File: src/rtl/core/pfa_pkg.sv
package pfa_pkg;

    localparam int PAGE_W  = 36;
    localparam int COUNT_W = 20;
    localparam int ADDR_W  = 48;
    localparam int BYTES_W = 49;

    localparam logic CMD_ALLOC = 1'b0;
    localparam logic CMD_FREE  = 1'b1;

    localparam logic [2:0] STATUS_OK         = 3'd0;
    localparam logic [2:0] STATUS_OOM        = 3'd1;
    localparam logic [2:0] STATUS_IGNORED    = 3'd2;
    localparam logic [2:0] STATUS_MISALIGNED = 3'd3;
    localparam logic [2:0] STATUS_FULL       = 3'd4;

    localparam logic REG_ARENA_BASE = 1'b0;
    localparam logic REG_ARENA_END  = 1'b1;

    typedef struct packed {
        logic               cmd;
        logic [COUNT_W-1:0] page_count;
        logic [ADDR_W-1:0]  free_address;
    } pfa_req_t;

    typedef struct packed {
        logic [2:0]         status;
        logic [ADDR_W-1:0]  address;
        logic [BYTES_W-1:0] free_bytes;
    } pfa_rsp_t;

    typedef struct packed {
        logic capture;
        logic exec;
        logic sum;
        logic finish;
    } pfa_ctl_t;

endpackage

File: src/rtl/core/pfa_ctrl.sv
module pfa_ctrl (
    input  logic              clk,
    input  logic              rst_n,
    input  logic              start,
    output logic              busy,
    output logic              done,
    output pfa_pkg::pfa_ctl_t ctl
);

    typedef enum logic [3:0] {
        S_IDLE = 4'b0001,
        S_EXEC = 4'b0010,
        S_SUM  = 4'b0100,
        S_FIN  = 4'b1000
    } pfa_state_t;

    pfa_state_t state_reg;
    pfa_state_t state_next;
    logic       done_reg;
    logic       done_next;

    always_comb
    begin
        state_next = state_reg;
        done_next  = 1'b0;
        case (state_reg)
            S_IDLE:
            begin
                if (start)
                begin
                    state_next = S_EXEC;
                end
            end
            S_EXEC:
            begin
                state_next = S_SUM;
            end
            S_SUM:
            begin
                state_next = S_FIN;
            end
            S_FIN:
            begin
                state_next = S_IDLE;
                done_next  = 1'b1;
            end
            default:
            begin
                state_next = S_IDLE;
            end
        endcase
    end

    always_ff @(posedge clk or negedge rst_n)
    begin
        if (!rst_n)
        begin
            state_reg <= S_IDLE;
            done_reg  <= 1'b0;
        end
        else
        begin
            state_reg <= state_next;
            done_reg  <= done_next;
        end
    end

    assign busy        = (state_reg != S_IDLE);
    assign done        = done_reg;
    assign ctl.capture = start && (state_reg == S_IDLE);
    assign ctl.exec    = (state_reg == S_EXEC);
    assign ctl.sum     = (state_reg == S_SUM);
    assign ctl.finish  = (state_reg == S_FIN);

endmodule

File: config.mk
export PLATFORM = sky130hd
export DESIGN_NAME = pfa_ctrl
export DESIGN_NICKNAME = d
export VERILOG_FILES = /design/src/rtl/core/pfa_pkg.sv /design/src/rtl/core/pfa_ctrl.sv
export SDC_FILE = /design/constraint.sdc
export NUM_CORES = 1
export LEC_CHECK = 0
export BUFFER_PORTS_ARGS = -buffer_cell sky130_fd_sc_hd__buf_2
export CORE_AREA = 2 2 39 41
export DETAILED_ROUTE_END_ITERATION = 8
export DIE_AREA = 0 0 41 43
export PLACE_DENSITY = 0.43
export RECOVER_POWER = 25
export SLEW_MARGIN = 10
export SYNTH_ARGS = -nofsm -noshare
export SYNTH_HDL_FRONTEND = slang
export SYNTH_SLANG_ARGS = --single-unit
File: constraint.sdc
create_clock -name clk -period 3.2 [get_ports clk]
set_clock_uncertainty 0.1 [all_clocks]
set_input_delay 0.16 -clock clk [delete_from_list [all_inputs] [get_ports clk]]
set_output_delay 0.16 -clock clk [all_outputs]
set_load 0.005 [all_outputs]
==> impl_results.md <==
* FP Rows at 14
* Hold Vio Cnt, Final at 0
* Top post-synthesis cells by area: dfrtp_1 (41%), dfstp_2 (11%), nor3_1 (8.2%), buf_4 (6.2%), nor4_1 (5.1%)
* Post-synthesis simple-gate area fraction at 0.267
* Diode count at 0
* Clk root buf: clkbuf_4
* Postcts setup bufs at 0
* Clk_lat worst skew at 0.24 ns
* Sink Count at 5
* Final #Nets at 35
* RSZ-0062 raised after global routing: false
* Peak VDD IR at about 0.0002 V
* Vias after detailed routing at 181
* Total global routing overflow at 0
* Multiplexer share of the synthesized area at 0
* DR pass1 iterations at 2
* Pwr dens at roughly 800 mW/mm2
* Final Critical Period at 1.67 ns
* Worst R2R Setup Slack at between 1.5 and 2 ns
* Die Width at 41 um
* LEAKAGE at 0.000145 uW
* MaxCap Viol Count at 0
* Worst-margin pin slew at 0.342 ns
* Sequential area share after synthesis at 0.518
* Area of the die at 0.00176 mm2
* Post-DRT Antenna Nets at 0
* FMAX at 599 MHz
* CP Class: reg2out
* Setup ws final at 1.53 ns
* Synthesized area per cell at 11.1 um2
* Largest register FFs at 4
* WP data required at 2.94 ns
* R2r worst-path depth at 2
* Setup crit start kind: register
* CTS Buf Count at 3
* Largest fanout on the critical path at 7
* Synthesized flop and latch total at 5
* First-pass GRT wire length at 793 um
* Largest net degree at the start of global routing at 10
* Die Ht at 43 um
* Worst R2R End: state_reg[0]
* Post-CTS sizing at 0
* Largest family of logic cells by synthesized area: simple AND/OR/NAND/NOR gates
* Vias per cell at 3.85
* CP max-delay cell: dfstp_2
* Slew Limit Headroom at 0.769
* Final setup fails at 0
* Initial antenna violation count at 0
* Worst-path clk slew at 0.04 ns
* YS warnings at 0
* Synth Cell Area at 244 um2
* Wire per inst at 9.79 um
* Status: finished, final reports clean
* Worst EP arrival at 1.41 ns
* R2r startpoint: state_reg[0]
* Vias in the first global route at 187
* RePlAce Congestion at 0.731
* Synth Area in XOR/XNOR at 0
* Hold Crit Class: in2reg
* Slew Viols, Final at 0
* IO Count at 9
* DRC viols at 0
* Max incr delay on CP at ~0.57 ns
* DRT iter0 DRCs at 4
* CTS tree: built
* Setup TNS at 0 ns
* Hold Path Origin: start
* Worst path cell trace: or4b_1 -> buf_2
* Hold path cells at 3
* Cells after synthesis at 22
* Crit. End Element: primary output
* Total wire length at 460 um
* DP Worst Slack at about 1.8 ns
* Synth top area share at 0.410
* Largest area contributor in the netlist: dfrtp_1
* Starting Density at 0.176
* Share of post-route cells with drive strength above 1 at 0.355
* Core area at 0.00138 mm2
* P&R area growth vs syn at 26.2%
* PortBufs at 8
* Final period utilization at 0.522
* Syn Nets at 25
* Clock Tree Buf Depth at 2
* Netlist cell types at 14
* Dpl hpwl at 344 um
* H-Tree Depth at 1
* Fillers at 155
* Hold Buf Count CTS at 1
* Compound-Gate Fraction of Synth Area at 0.0718
* Overall routing resource usage at 0.0735
* Worst Hold End: state_reg[1]
* Adder-cell share of the synthesized area at 0
[synthesized netlist by cell type]
cell type	instances
a311o_1	1
buf_4	2
buf_6	1
clkbuf_2	1
dfrtp_1	4
dfstp_2	1
inv_1	1
nand2b_1	1
nand3b_1	1
nor3_1	4
nor4_1	2
nor4b_1	1
o21a_1	1
or4b_1	1
[critical path, delay by kind of cell (launching register included)]
family,cells,cell delay [ns]
DFF,1,0.57
buffers and inverters,1,0.15
and+or+nand+nor,1,0.46
[final cells by class]
class,count,area [um2],area share
clock buffer,4,26.3,0.0854
inverter,1,3.75,0.0122
multi-input combinational,12,82.6,0.268
sequential,5,126,0.411
tap,16,20.0,0.0650
timing repair buffer,9,48.8,0.159
[cell usage in the layout (no fill, tap or decap), drive strengths merged]
| cell type | n |
|---|---|
| a311o | 1 |
| buf | 7 |
| clkbuf | 5 |
| dfrtp | 4 |
| dfstp | 1 |
| dlygate4sd3 | 1 |
| inv | 1 |
| nand2b | 1 |
| nand3b | 1 |
| nor3 | 4 |
| nor4 | 2 |
| nor4b | 1 |
| o21a | 1 |
| or4b | 1 |
[how the worst max path moves through the flow]
stage                       to  cells after the start         start  slack, ns
final                     busy                      2  state_reg[0]       1.53
after global routing      busy                      2  state_reg[3]       1.48
after CTS                 busy                      2  state_reg[0]       1.53
after detailed placement  busy                      2  state_reg[0]       1.80
after global placement    busy                      2  state_reg[0]       1.81
after floorplan           busy                      2  state_reg[3]       1.94
[metrics by stage]
stage	cell area, um2	hold slack, ns	power (uW)	util	std cells
final	308	0.120	247	0.222	47
after global routing	308	0.122	271	0.222	47
after CTS	309	0.113	252	0.223	47
after detailed placement	273	-0.116	174	0.197	42
after global placement	273	-0.117	172	0.197	42
after floorplan	244	-0.236	152	-	22
[where the power goes]
part           internal [uW]  switching [uW]
combinational           37.2            27.8
sequential              83.5            25.9
clock                   47.1            25.7
[routing by layer]
| layer | vias up | global-route usage | part of all wire |
|---|---|---|---|
| met2 | 9 | 0.0656 | 0.35 |
| met4 | 0 | 0.100 | 0 |
| li1 | 100 | - | - |
| met3 | 0 | 0.0157 | 0.085 |
| met5 | - | 0 | 0 |
| met1 | 72 | 0.110 | 0.57 |
[kinds of logic after synthesis]
kind of cell,after synthesis
buf+inv,5
simple gates,10
compound gates,2
flops,5
(Power assumes the default switching activity.)
